[src/sv/ggn_pkg.sv]
// Shared constants and types for the grid neighbourhood block.
package ggn_pkg;

   // Fixed field widths of the request and result channels.
   localparam int CELL_W     = 23;
   localparam int POS_W      = 6;
   localparam int RADIUS_W   = 2;
   localparam int CAP_W      = 6;
   localparam int COORD_W    = 32;
   // Offset coordinate sums carry two extra bits for sign and headroom.
   localparam int SUM_W      = 34;
   // Dividends of the row and column divisions are non-negative and below 2^32.
   localparam int DIVIDEND_W = 32;

   // Spans in degrees times 1e7.
   localparam logic [63:0] LAT_SPAN = 64'd900000000;
   localparam logic [63:0] LON_SPAN = 64'd3600000000;
   localparam logic [63:0] LON_HALF = LON_SPAN / 2;

   // One result as it leaves the neighbour walker.
   typedef struct packed {
      logic              strobe;
      logic [CELL_W-1:0] cell_index;
      logic [POS_W-1:0]  position;
      logic              last;
   } ggn_rsp_type;

endpackage

[src/sv/geo_grid_neighbourhood_top.sv]
// Top level of the grid neighbourhood block: setup sequencer, divider and walker.
// The first result follows the request transfer after two divisions, each with its start
// state, then a plan state and the walker's multiply and centre states.
// One request at a time: busy stays high until the last result has been given, and a
// request with zero capacity gives the single empty result.
// Synchronous active-high reset clears all control state; results never stall.
module geo_grid_neighbourhood_top import ggn_pkg::*; #(
   parameter int CELL_SIZE_E7 = 1000000,
   parameter int GRID_ROWS    = 1800,
   parameter int GRID_COLUMNS = 3600,
   parameter int MAX_RADIUS   = 3
) (
   input  logic                      clock,
   input  logic                      reset,
   input  logic                      start,
   output logic                      busy,
   input  logic signed [COORD_W-1:0] req_latitude,
   input  logic signed [COORD_W-1:0] req_longitude,
   input  logic [RADIUS_W-1:0]       req_radius,
   input  logic [CAP_W-1:0]          req_capacity,
   output logic                      rsp_valid,
   output logic [CELL_W-1:0]         rsp_cell_res,
   output logic [POS_W-1:0]          rsp_position,
   output logic                      rsp_last,
   output logic                      rsp_empty_res
);

   localparam int ROW_W = $clog2(GRID_ROWS);
   localparam int COL_W = $clog2(GRID_COLUMNS);
   localparam int QBITS = $clog2(LON_SPAN / 64'(CELL_SIZE_E7) + 64'd1);

   typedef enum logic [2:0] {
      T_IDLE, T_EMPTY, T_LAT_START, T_LAT_WAIT, T_LON_START, T_LON_WAIT, T_PLAN, T_WALK
   } top_state_type;

   top_state_type         state_ff;
   logic [SUM_W-1:0]      lat_sum_ff;
   logic [SUM_W-1:0]      lon_sum_ff;
   logic [RADIUS_W-1:0]   radius_ff;
   logic [CAP_W-1:0]      cap_ff;
   logic [ROW_W-1:0]      crow_ff;
   logic [COL_W-1:0]      ccol_ff;
   logic                  empty_ff;

   logic                  accept_in;
   logic [RADIUS_W-1:0]   radius_in;
   logic [2:0]            side_in;
   logic [CAP_W-1:0]      square_in;
   logic [CAP_W-1:0]      cap_in;
   logic [SUM_W-1:0]      lon_wrap_in;
   logic [DIVIDEND_W-1:0] dividend_in;
   logic                  div_start_in;
   logic                  div_done;
   logic [QBITS-1:0]      quotient;
   logic [2:0]            side_ff_in;
   logic [ROW_W-1:0]      row_lo_in;
   logic [ROW_W-1:0]      row_hi_in;
   logic [2:0]            nrows_in;
   logic [CAP_W-1:0]      cells_in;
   logic [POS_W-1:0]      total_in;
   logic                  walk_start_in;
   ggn_rsp_type           walk_rsp;

   // Request transfer and saturation of radius and capacity.
   assign accept_in = start && !busy;
   assign radius_in = (32'(req_radius) > 32'(MAX_RADIUS)) ? RADIUS_W'(MAX_RADIUS) : req_radius;
   assign side_in   = {radius_in, 1'b1};
   assign square_in = CAP_W'(side_in) * CAP_W'(side_in);
   assign cap_in    = (req_capacity > square_in) ? square_in : req_capacity;

   // Row dividend clamps at the south pole; column dividend wraps into one world span.
   assign lon_wrap_in = lon_sum_ff[SUM_W-1] ? (lon_sum_ff + SUM_W'(LON_SPAN)) :
                        (lon_sum_ff >= SUM_W'(LON_SPAN)) ? (lon_sum_ff - SUM_W'(LON_SPAN)) :
                        lon_sum_ff;
   assign dividend_in  = (state_ff == T_LAT_START) ?
                         (lat_sum_ff[SUM_W-1] ? '0 : lat_sum_ff[DIVIDEND_W-1:0]) :
                         lon_wrap_in[DIVIDEND_W-1:0];
   assign div_start_in = (state_ff == T_LAT_START) || (state_ff == T_LON_START);

   ggn_divider #(
      .DIVISOR (CELL_SIZE_E7),
      .QBITS   (QBITS)
   ) u_divider (
      .clock    (clock),
      .reset    (reset),
      .start    (div_start_in),
      .dividend (dividend_in),
      .done     (div_done),
      .quotient (quotient)
   );

   // Rows of the square that lie on the grid, and how many cells can be given.
   assign side_ff_in = {radius_ff, 1'b1};
   assign row_lo_in  = (crow_ff >= ROW_W'(radius_ff)) ? (crow_ff - ROW_W'(radius_ff)) : '0;
   assign row_hi_in  = (32'(crow_ff) + 32'(radius_ff) > 32'(GRID_ROWS - 1)) ?
                       ROW_W'(GRID_ROWS - 1) : (crow_ff + ROW_W'(radius_ff));
   assign nrows_in   = 3'(row_hi_in - row_lo_in) + 3'd1;
   assign cells_in   = CAP_W'(nrows_in) * CAP_W'(side_ff_in);
   assign total_in   = POS_W'((cap_ff > cells_in) ? cells_in : cap_ff);
   assign walk_start_in = (state_ff == T_PLAN);

   ggn_walker #(
      .GRID_ROWS    (GRID_ROWS),
      .GRID_COLUMNS (GRID_COLUMNS)
   ) u_walker (
      .clock         (clock),
      .reset         (reset),
      .start         (walk_start_in),
      .centre_row    (crow_ff),
      .centre_column (ccol_ff),
      .row_low       (row_lo_in),
      .radius        (radius_ff),
      .total         (total_in),
      .rsp           (walk_rsp)
   );

   // Setup sequencer.
   always_ff @(posedge clock) begin
      if (reset) begin
         state_ff <= T_IDLE;
         empty_ff <= 1'b0;
      end else begin
         empty_ff <= 1'b0;
         unique case (state_ff)
            T_IDLE: begin
               if (accept_in) begin
                  lat_sum_ff <= SUM_W'(req_latitude) + SUM_W'(LAT_SPAN);
                  lon_sum_ff <= SUM_W'(req_longitude) + SUM_W'(LON_HALF);
                  radius_ff  <= radius_in;
                  cap_ff     <= cap_in;
                  if (cap_in == '0) begin
                     empty_ff <= 1'b1;
                     state_ff <= T_EMPTY;
                  end else begin
                     state_ff <= T_LAT_START;
                  end
               end
            end
            T_EMPTY: begin
               state_ff <= T_IDLE;
            end
            T_LAT_START: begin
               state_ff <= T_LAT_WAIT;
            end
            T_LAT_WAIT: begin
               if (div_done) begin
                  crow_ff  <= (32'(quotient) >= 32'(GRID_ROWS)) ?
                              ROW_W'(GRID_ROWS - 1) : ROW_W'(quotient);
                  state_ff <= T_LON_START;
               end
            end
            T_LON_START: begin
               state_ff <= T_LON_WAIT;
            end
            T_LON_WAIT: begin
               if (div_done) begin
                  ccol_ff  <= (32'(quotient) >= 32'(GRID_COLUMNS)) ?
                              COL_W'(GRID_COLUMNS - 1) : COL_W'(quotient);
                  state_ff <= T_PLAN;
               end
            end
            T_PLAN: begin
               state_ff <= T_WALK;
            end
            T_WALK: begin
               if (walk_rsp.strobe && walk_rsp.last) begin
                  state_ff <= T_IDLE;
               end
            end
            default: begin
               state_ff <= T_IDLE;
            end
         endcase
      end
   end

   // Result ports: the walker's results, or the single empty result.
   assign busy          = (state_ff != T_IDLE);
   assign rsp_valid     = walk_rsp.strobe || empty_ff;
   assign rsp_cell_res  = empty_ff ? '0 : walk_rsp.cell_index;
   assign rsp_position  = empty_ff ? '0 : walk_rsp.position;
   assign rsp_last      = empty_ff || walk_rsp.last;
   assign rsp_empty_res = empty_ff;

endmodule

[src/sv/ggn_divider.sv]
// Divider by a fixed cell size: reciprocal multiplication on one shared 32x17 multiplier.
module ggn_divider import ggn_pkg::*; #(
   parameter int DIVISOR = 1000000,
   parameter int QBITS   = 12
) (
   input  logic                  clock,
   input  logic                  reset,
   input  logic                  start,
   input  logic [DIVIDEND_W-1:0] dividend,
   output logic                  done,
   output logic [QBITS-1:0]      quotient
);

   // The reciprocal ceil(2^SHIFT / DIVISOR) with SHIFT = DIVIDEND_W + clog2(DIVISOR) gives
   // the exact quotient for every dividend below 2^DIVIDEND_W; it needs DIVIDEND_W+1 bits.
   localparam int              SHIFT = DIVIDEND_W + $clog2(DIVISOR);
   localparam logic [63:0]     RECIP =
      ((64'd1 << SHIFT) + 64'(DIVISOR) - 64'd1) / 64'(DIVISOR);
   localparam int              LO_W  = 16;
   localparam int              HI_W  = DIVIDEND_W + 1 - LO_W;
   localparam int              MUL_W = DIVIDEND_W + HI_W;
   localparam int              ACC_W = DIVIDEND_W + DIVIDEND_W + 1;
   localparam logic [LO_W-1:0] RECIP_LO = RECIP[LO_W-1:0];
   localparam logic [HI_W-1:0] RECIP_HI = RECIP[DIVIDEND_W:LO_W];

   logic [DIVIDEND_W-1:0] num_ff;
   logic [ACC_W-1:0]      acc_ff;
   logic                  run_ff;
   logic                  high_ff;
   logic                  done_ff;
   logic [HI_W-1:0]       mul_b_in;
   logic [MUL_W-1:0]      mul_in;

   // The shared multiplier takes the low half of the reciprocal first, the high half next.
   assign mul_b_in = high_ff ? RECIP_HI : HI_W'(RECIP_LO);
   assign mul_in   = MUL_W'(num_ff) * MUL_W'(mul_b_in);

   // Load, then accumulate the low partial product and after it the shifted high one.
   always_ff @(posedge clock) begin
      if (reset) begin
         run_ff  <= 1'b0;
         high_ff <= 1'b0;
         done_ff <= 1'b0;
      end else begin
         done_ff <= 1'b0;
         if (start) begin
            num_ff  <= dividend;
            high_ff <= 1'b0;
            run_ff  <= 1'b1;
         end else if (run_ff) begin
            if (!high_ff) begin
               acc_ff  <= ACC_W'(mul_in);
               high_ff <= 1'b1;
            end else begin
               acc_ff  <= acc_ff + {mul_in, LO_W'(0)};
               high_ff <= 1'b0;
               run_ff  <= 1'b0;
               done_ff <= 1'b1;
            end
         end
      end
   end

   assign done     = done_ff;
   assign quotient = acc_ff[SHIFT +: QBITS];

endmodule

[src/sv/ggn_walker.sv]
// Neighbour walker: emits the centre cell, then the square of cells row by row.
module ggn_walker import ggn_pkg::*; #(
   parameter int GRID_ROWS    = 1800,
   parameter int GRID_COLUMNS = 3600
) (
   input  logic                         clock,
   input  logic                         reset,
   input  logic                         start,
   input  logic [$clog2(GRID_ROWS)-1:0]    centre_row,
   input  logic [$clog2(GRID_COLUMNS)-1:0] centre_column,
   input  logic [$clog2(GRID_ROWS)-1:0]    row_low,
   input  logic [RADIUS_W-1:0]           radius,
   input  logic [POS_W-1:0]              total,
   output ggn_rsp_type                   rsp
);

   localparam int ROW_W = $clog2(GRID_ROWS);
   localparam int COL_W = $clog2(GRID_COLUMNS);

   typedef enum logic [1:0] {W_IDLE, W_MUL, W_CENTRE, W_SCAN} walk_state_type;

   walk_state_type        state_ff;
   ggn_rsp_type           rsp_ff;
   logic [ROW_W-1:0]      crow_ff;
   logic [COL_W-1:0]      ccol_ff;
   logic [ROW_W-1:0]      row_lo_ff;
   logic [RADIUS_W-1:0]   radius_ff;
   logic [POS_W-1:0]      total_ff;
   logic [CELL_W-1:0]     prod_ff;
   logic [COL_W-1:0]      col_start_ff;
   logic [ROW_W-1:0]      row_ff;
   logic [CELL_W-1:0]     row_base_ff;
   logic [COL_W-1:0]      col_ff;
   logic [2:0]            dc_ff;
   logic [POS_W-1:0]      count_ff;

   logic [ROW_W-1:0]      mul_a_in;
   logic [CELL_W-1:0]     mul_in;
   logic [COL_W-1:0]      col_start_in;
   logic [2:0]            dc_end_in;
   logic                  is_centre_in;
   logic                  is_last_in;

   // The single multiplier serves the centre row first and the lowest row next.
   assign mul_a_in = (state_ff == W_MUL) ? crow_ff : row_lo_ff;
   assign mul_in   = CELL_W'(32'(mul_a_in) * 32'(GRID_COLUMNS));

   // Leftmost column of the square, wrapped at the dateline.
   assign col_start_in = (ccol_ff >= COL_W'(radius_ff)) ?
      (ccol_ff - COL_W'(radius_ff)) :
      COL_W'({1'b0, ccol_ff} + (COL_W+1)'(GRID_COLUMNS) - (COL_W+1)'(radius_ff));

   // Scan position tests. The cells of one square never alias, so no duplicate check is needed.
   assign dc_end_in    = {radius_ff, 1'b0};
   assign is_centre_in = (row_ff == crow_ff) && (dc_ff == 3'(radius_ff));
   assign is_last_in   = (count_ff + POS_W'(1)) == total_ff;

   // Sequencer with its registered result.
   always_ff @(posedge clock) begin
      if (reset) begin
         state_ff      <= W_IDLE;
         rsp_ff.strobe <= 1'b0;
      end else begin
         rsp_ff.strobe <= 1'b0;
         unique case (state_ff)
            W_IDLE: begin
               if (start) begin
                  crow_ff   <= centre_row;
                  ccol_ff   <= centre_column;
                  row_lo_ff <= row_low;
                  radius_ff <= radius;
                  total_ff  <= total;
                  state_ff  <= W_MUL;
               end
            end
            W_MUL: begin
               prod_ff      <= mul_in;
               col_start_ff <= col_start_in;
               state_ff     <= W_CENTRE;
            end
            W_CENTRE: begin
               rsp_ff.strobe     <= 1'b1;
               rsp_ff.cell_index <= prod_ff + CELL_W'(ccol_ff);
               rsp_ff.position   <= '0;
               rsp_ff.last       <= (total_ff == POS_W'(1));
               row_base_ff       <= mul_in;
               row_ff            <= row_lo_ff;
               col_ff            <= col_start_ff;
               dc_ff             <= '0;
               count_ff          <= POS_W'(1);
               state_ff          <= (total_ff == POS_W'(1)) ? W_IDLE : W_SCAN;
            end
            W_SCAN: begin
               // Emit each cell of the square except the centre, until the total is reached.
               if (!is_centre_in) begin
                  rsp_ff.strobe     <= 1'b1;
                  rsp_ff.cell_index <= row_base_ff + CELL_W'(col_ff);
                  rsp_ff.position   <= count_ff;
                  rsp_ff.last       <= is_last_in;
                  count_ff          <= count_ff + POS_W'(1);
                  if (is_last_in) begin
                     state_ff <= W_IDLE;
                  end
               end
               // Advance along the row, wrapping the column, then to the next row.
               if (dc_ff == dc_end_in) begin
                  dc_ff       <= '0;
                  row_ff      <= row_ff + ROW_W'(1);
                  row_base_ff <= row_base_ff + CELL_W'(GRID_COLUMNS);
                  col_ff      <= col_start_ff;
               end else begin
                  dc_ff  <= dc_ff + 3'd1;
                  col_ff <= (col_ff == COL_W'(GRID_COLUMNS - 1)) ? '0 : col_ff + COL_W'(1);
               end
            end
            default: begin
               state_ff <= W_IDLE;
            end
         endcase
      end
   end

   assign rsp = rsp_ff;

endmodule
[config.mk]
export PLATFORM = sky130hd
export DESIGN_NAME = geo_grid_neighbourhood_top
export DESIGN_NICKNAME = d
export VERILOG_FILES = /design/src/sv/ggn_pkg.sv /design/src/sv/geo_grid_neighbourhood_top.sv /design/src/sv/ggn_divider.sv /design/src/sv/ggn_walker.sv
export SDC_FILE = /design/constraint.sdc
export NUM_CORES = 2
export LEC_CHECK = 0
export ABC_AREA = 1
export BUFFER_PORTS_ARGS = -buffer_cell sky130_fd_sc_hd__buf_2
export CELL_PAD_IN_SITES_DETAIL_PLACEMENT = 1
export CELL_PAD_IN_SITES_GLOBAL_PLACEMENT = 2
export CORE_MARGIN = 4
export CORE_UTILIZATION = 40
export CTS_CLUSTER_DIAMETER = 60
export DETAILED_ROUTE_END_ITERATION = 10
export HOLD_SLACK_MARGIN = 0.05
export PLACE_DENSITY_LB_ADDON = 0.1
export SLEW_MARGIN = 10
export SYNTH_ARGS = -nofsm -noshare
export SYNTH_HDL_FRONTEND = slang
export SYNTH_SLANG_ARGS = --single-unit
[constraint.sdc]
create_clock -name clock -period 15.6 [get_ports clock]
set_input_delay 0.78 -clock clock [delete_from_list [all_inputs] [get_ports clock]]
set_output_delay 0.78 -clock clock [all_outputs]
set_load 0.005 [all_outputs]
* Word-level counts from Yosys, hierarchy flattened
Index checks and enable logic that the tools add are counted.
** Cells by class
- Add/sub/neg operators :: 20
- $mul :: 4
- Divide/modulo/power cells :: 0
- Order comparisons :: 8
- Equal/unequal tests :: 24
- Shifts and indexed selects :: 0
- Multiplexer cells :: 43
- Bitwise logic cells :: 5
- Reductions and logical operators :: 27
** Operators with widths (number)
- 2-to-1 mux 32 bit :: 4
- adder 65 bit :: 1
- one-hot mux 31 bit (2 select lines) :: 1
- multiplier 32 x 17 -> 49 bit :: 1
- 2-to-1 mux 49 bit :: 1
- adder 23 x 12 -> 23 bit :: 2
- 2-to-1 mux 23 bit :: 2
- one-hot mux 23 bit (2 select lines) :: 1
- 2-to-1 mux 12 bit :: 3
- >= comparator 34 x 32 -> 1 bit (second input constant) :: 1
- adder 32 x 31 -> 33 bit (second input constant) :: 1
- adder 32 x 32 -> 33 bit (second input constant) :: 1
- 2-to-1 mux 11 bit :: 3
- adder 32 bit (second input constant) :: 1
- subtractor 32 bit (second input constant) :: 1
- 2-to-1 mux 31 bit :: 1
- 2-to-1 mux 6 bit :: 4
- one-hot mux 12 bit (2 select lines) :: 1
- one-hot mux 3 bit (8 select lines) :: 1
- AND reduction 3 bit :: 8
- subtractor 12 x 2 -> 12 bit :: 2
- adder 23 x 12 -> 23 bit (second input constant) :: 1
- one-hot mux 11 bit (2 select lines) :: 1
- multiplier 11 x 8 -> 19 bit (second input constant) :: 1
- 49 further kinds :: 87
** Storage, ports and cells
- Bits in registers :: 363
- Bits in latches :: 0
- Bits in writable memories :: 0
- ROM bits :: 0
- Memories :: 0

* Logic depth before layout (Yosys ltp)
- Depth in word-level cells :: 8
- Mapped depth :: 42
- Gate-level depth less buffers :: 40

* Hierarchy
Synthesis repeated with hierarchy kept, for this count alone.
** Unflattened totals
- Cell total of the unflattened synthesis :: 4866
- Area total of the unflattened synthesis :: 38774.7 µm²
** By module, submodules not included
- ggn_divider :: times used 1, cells each 2554, area each 20200.6 µm², seq. area each 2462.4 µm²
- ggn_walker :: times used 1, cells each 1166, area each 10447.5 µm², seq. area each 4684.5 µm²
- geo_grid_neighbourhood_top :: times used 1, cells each 1146, area each 8126.5 µm², seq. area each 2992.9 µm²

* Worst setup path after synthesis
OpenSTA, ideal clock, no wires.
- Kind :: reg2reg
- Start point :: register u_divider.high_ff
- End point :: register u_divider.acc_ff[63] (data pin)
- Setup time :: 0.255 ns
- Arrival :: 7.086 ns
- Path slack :: 8.259 ns
- Stages on the path, launching flop included :: 31
- Period minus slack after synthesis :: 7.341 ns
- Cells stage by stage :: dfxtp_1 clkbuf_1 clkbuf_1 clkbuf_1 nor2_1 fa_1 fa_1 inv_1 fa_1 fa_1 inv_1 fa_1 inv_1 fa_1 inv_1 ha_1 a21oi_1 a21boi_0 o21ai_0 a21oi_1 nand3_1 or2_2 and2_1 ha_1 nand4_1 nor4_1 o21ai_0 nand3_1 nand3_1 nand2_1 nor2_1
** Between the ends
- Word-level cells in the longest chain between the ends :: 3
** RTL lines
- start, declared :: RTL line ggn_divider.sv:29 : logic high_ff;
- start signal, assigned :: RTL line ggn_divider.sv:42 : high_ff <= 1'b0;
- start signal, assigned :: RTL line ggn_divider.sv:48 : high_ff <= 1'b0;
- start signal, assigned :: RTL line ggn_divider.sv:53 : high_ff <= 1'b1;
- 2-to-1 mux 17 bit :: RTL line ggn_divider.sv:35 : assign mul_b_in = high_ff ? RECIP_HI : HI_W'(RECIP_LO);
- multiplier 32 x 17 -> 49 bit :: RTL line ggn_divider.sv:36 : assign mul_in = MUL_W'(num_ff) * MUL_W'(mul_b_in);
- adder 65 bit :: RTL line ggn_divider.sv:55 : acc_ff <= acc_ff + {mul_in, LO_W'(0)};
- end signal, assigned :: RTL line ggn_divider.sv:52 : acc_ff <= ACC_W'(mul_in);
- end signal, assigned :: RTL line ggn_divider.sv:55
- end, declared :: RTL line ggn_divider.sv:27 : logic [ACC_W-1:0] acc_ff;
Several ways; a longest one is shown, not always the timed one.
A chain may end at the register's enable or synchronous reset.

* Worst setup path after layout
- Start point :: register u_divider.high_ff
- End point :: register u_divider.acc_ff[55] (data pin)
Same word-level chain as after synthesis.

==> summary.txt <==
clk sinks: 341
CTS Buf Count: 49
CTS tree: built
Worst-Skew Late Latency: 0.61 ns
Multi-input gate area: 23,600 µm²
Sum Neg Setup Slack: 0 ns
final period utilization: 0.574
Core Rows: 112
Top FF cell, synth: edfxtp_1
post-synthesis instance total: 4,623
WS Path Type: flop to flop
Die Wd: 314 µm
cts hold-fix bufs: 0
grt ovf: 0
Reg2Reg Depth: 36
Clock Skew: 0.0369 ns
nets: 5,565
DR DRC count: 0
Tmin final: 8.95 ns
Seq cells post-synth: 341
critical path endpoint: u_divider.acc_ff[55]
# IOs: 108
Worst setup EP type: flop
# fillers: 11.4k
Max Freq: 112 MHz
drt first pass iters: 6
average size of a mapped cell: 8.12 µm²
worst r2r src: u_divider.high_ff
vias in the first global route: 32.7k
reg2reg end: u_divider.acc_ff[55]
register area share after synthesis: 0.270
Worst EP arrival: 9.30 ns
Hold Crit Class: input port to flop
Critical Path Start Type: flop
IO Port Bufs: 107
Yosys cell types: 58
Hold Fails Final Rpt: 0
GPL Wtd Cong: 0.902
Initial Util: 0.403
FF-to-FF setup slack: 6.65 ns
aggregate global-route resource usage: 0.245
Die H: 314 µm
CP delay by family, top: adder cells
WP data required: 15.95 ns
DRT Wirelength: 120 mm
1st-iter DRT viols: 1,655
Post-DRT Antenna Nets: 0
CP startpoint: u_divider.high_ff
via count: 30.8k
Critical-path top delay cell: buf_4
die area: 98,800 µm²
run status: completed
layout cells sized above 1: 0.0609
root buf cell: clkbuf_16
Area growth, synth to finish: 10.4%
placed wire-length estimate: 103 mm
CP peak stage delay: 0.58 ns
post-cts resize count: 0
Clk pin slew, worst setup/hold paths: 0.06 ns
Async SR Flop Fraction: 0
Ys Warns: 0
Crit path depth: 36
endpoints failing setup: 0
Core Area: 93,200 µm²
htree depth: 2
Cell Area, Synth: 37,500 µm²
Setup Buffers After CTS: 0
antenna violations before repair: 0
worst-path fanout max: 70
largest net degree at the start of global routing: 71
slew of the pin with the lowest slew margin: 1.11 ns
CP Buf/Inv Count: 9
Antenna diodes: 0
via density per instance: 5.05
routed length per instance: 19.8 µm
Slew Limit Fails: 0
Worst slew margin: 0.258
RSZ-0062 raised after global routing: false
FF+latch area: 10,100 µm²
Max Root-Sink Buffers: 3
first-pass GRT wire length: 188 mm
Max-cap violations: 0
number of enable flip-flop cells after synthesis: 331
-- per-layer routing --
| metal | wire, µm | up-vias | global-route usage |
|---|---|---|---|
| met4 | 2370 | 0 | 0.0504 |
| met2 | 59900 | 452 | 0.434 |
| met1 | 54400 | 15200 | 0.327 |
| li1 | - | 15000 | - |
| met5 | 0 | - | 0 |
| met3 | 3760 | 114 | 0.0222 |
-- synthesized netlist by cell type (all sizes together), types with 19 or more instances --
cell type | count | area, µm²
a21oi | 268 | 1370
xnor2 | 45 | 394
nand3 | 216 | 1120
ha | 354 | 4430
o22ai | 24 | 150
buf | 24 | 146
o21bai | 47 | 357
a31oi | 21 | 131
o21ai | 247 | 1250
clkbuf | 34 | 128
xor2 | 111 | 980
edfxtp | 331 | 9940
inv | 1008 | 3780
nor3 | 58 | 300
nand4 | 35 | 219
fa | 331 | 6630
nor2 | 457 | 1770
or2 | 23 | 146
nand2 | 874 | 3330
nor4 | 19 | 131
-- per-stage QoR --
step | hold WS (ns) | util | instances | cell area [µm²] | worst slack, ns
2_1_floorplan | 0.400 | - | 4682 | 37800 | 8.26
3_3_place_gp | 0.404 | 0.427 | 6008 | 39800 | 6.67
3_5_place_dp | 0.413 | 0.427 | 6008 | 39800 | 6.68
4_1_cts | 0.304 | 0.445 | 6096 | 41500 | 6.62
5_1_grt | 0.316 | 0.445 | 6096 | 41500 | 5.97
6_report | 0.346 | 0.445 | 6096 | 41500 | 6.65
-- layout make-up --
cell class	instances	area share
clock inverters	33	0.00896
inverters	1008	0.0913
multi-input cells	3275	0.570
well taps	1254	0.0378
repair buffers	130	0.0171
clock buffers	55	0.0306
flip-flops and latches	341	0.245
-- how the worst min path moves through the flow --
stage	start	endpoint	cells after the start
global route	req_longitude[0]	lon_sum_ff[0]	1
CTS	req_longitude[0]	lon_sum_ff[0]	1
floorplan	ccol_ff[0]	u_walker.ccol_ff[0]	0
global placement	ccol_ff[7]	u_walker.ccol_ff[7]	0
detailed placement	ccol_ff[9]	u_walker.ccol_ff[9]	0
finish	req_latitude[5]	lat_sum_ff[5]	1
-- sequential cells by signal, indices dropped and copies added (netlist names), 3 cells and up --
signal / cells
lat_sum_ff: 33
crow_ff: 11
lon_sum_ff: 33
u_walker.rsp: 31
u_walker.row_lo_ff: 11
u_walker.col_start_ff: 12
ccol_ff: 12
u_walker.dc_ff: 3
u_walker.row_ff: 11
u_divider.num_ff: 32
u_walker.prod_ff: 19
u_walker.total_ff: 6
state_ff: 3
u_walker.row_base_ff: 19
u_divider.acc_ff: 48
u_walker.col_ff: 12
u_walker.crow_ff: 11
cap_ff: 6
u_walker.ccol_ff: 12
u_walker.count_ff: 6
-- cell families (layout without fill, tap and decap cells) --
| group | after synthesis | after routing | synth area share |
|---|---|---|---|
| AND/OR/NAND/NOR | 1705 | 1705 | 0.191 |
| buffers and inverters | 1066 | 1226 | 0.108 |
| adder cells (fa/ha/maj) | 685 | 685 | 0.294 |
| AO/OA/AOI/OAI | 668 | 668 | 0.0996 |
| flip-flops | 341 | 341 | 0.270 |
| XOR/XNOR | 156 | 156 | 0.0366 |
| other | 2 | 61 | 0.000200 |
-- placed cells by master, fill, tap and decap left out, types with 23 or more instances in the layout --
cell / count
buf_2: 107
buf_4: 23
clkbuf_16: 49
conb_1: 61
xnor2_1: 45
edfxtp_1: 331
a21oi_1: 263
nand4_1: 35
nor3_1: 55
o21ai_0: 214
fa_1: 331
o21bai_1: 46
inv_1: 996
o21ai_1: 29
ha_1: 354
nor2_1: 444
o22ai_1: 24
xor2_1: 110
nand3_1: 209
nand2_1: 859
Power is not shown: default switching activity piles up to over one toggle a cycle in this logic, so the estimate is an artifact.
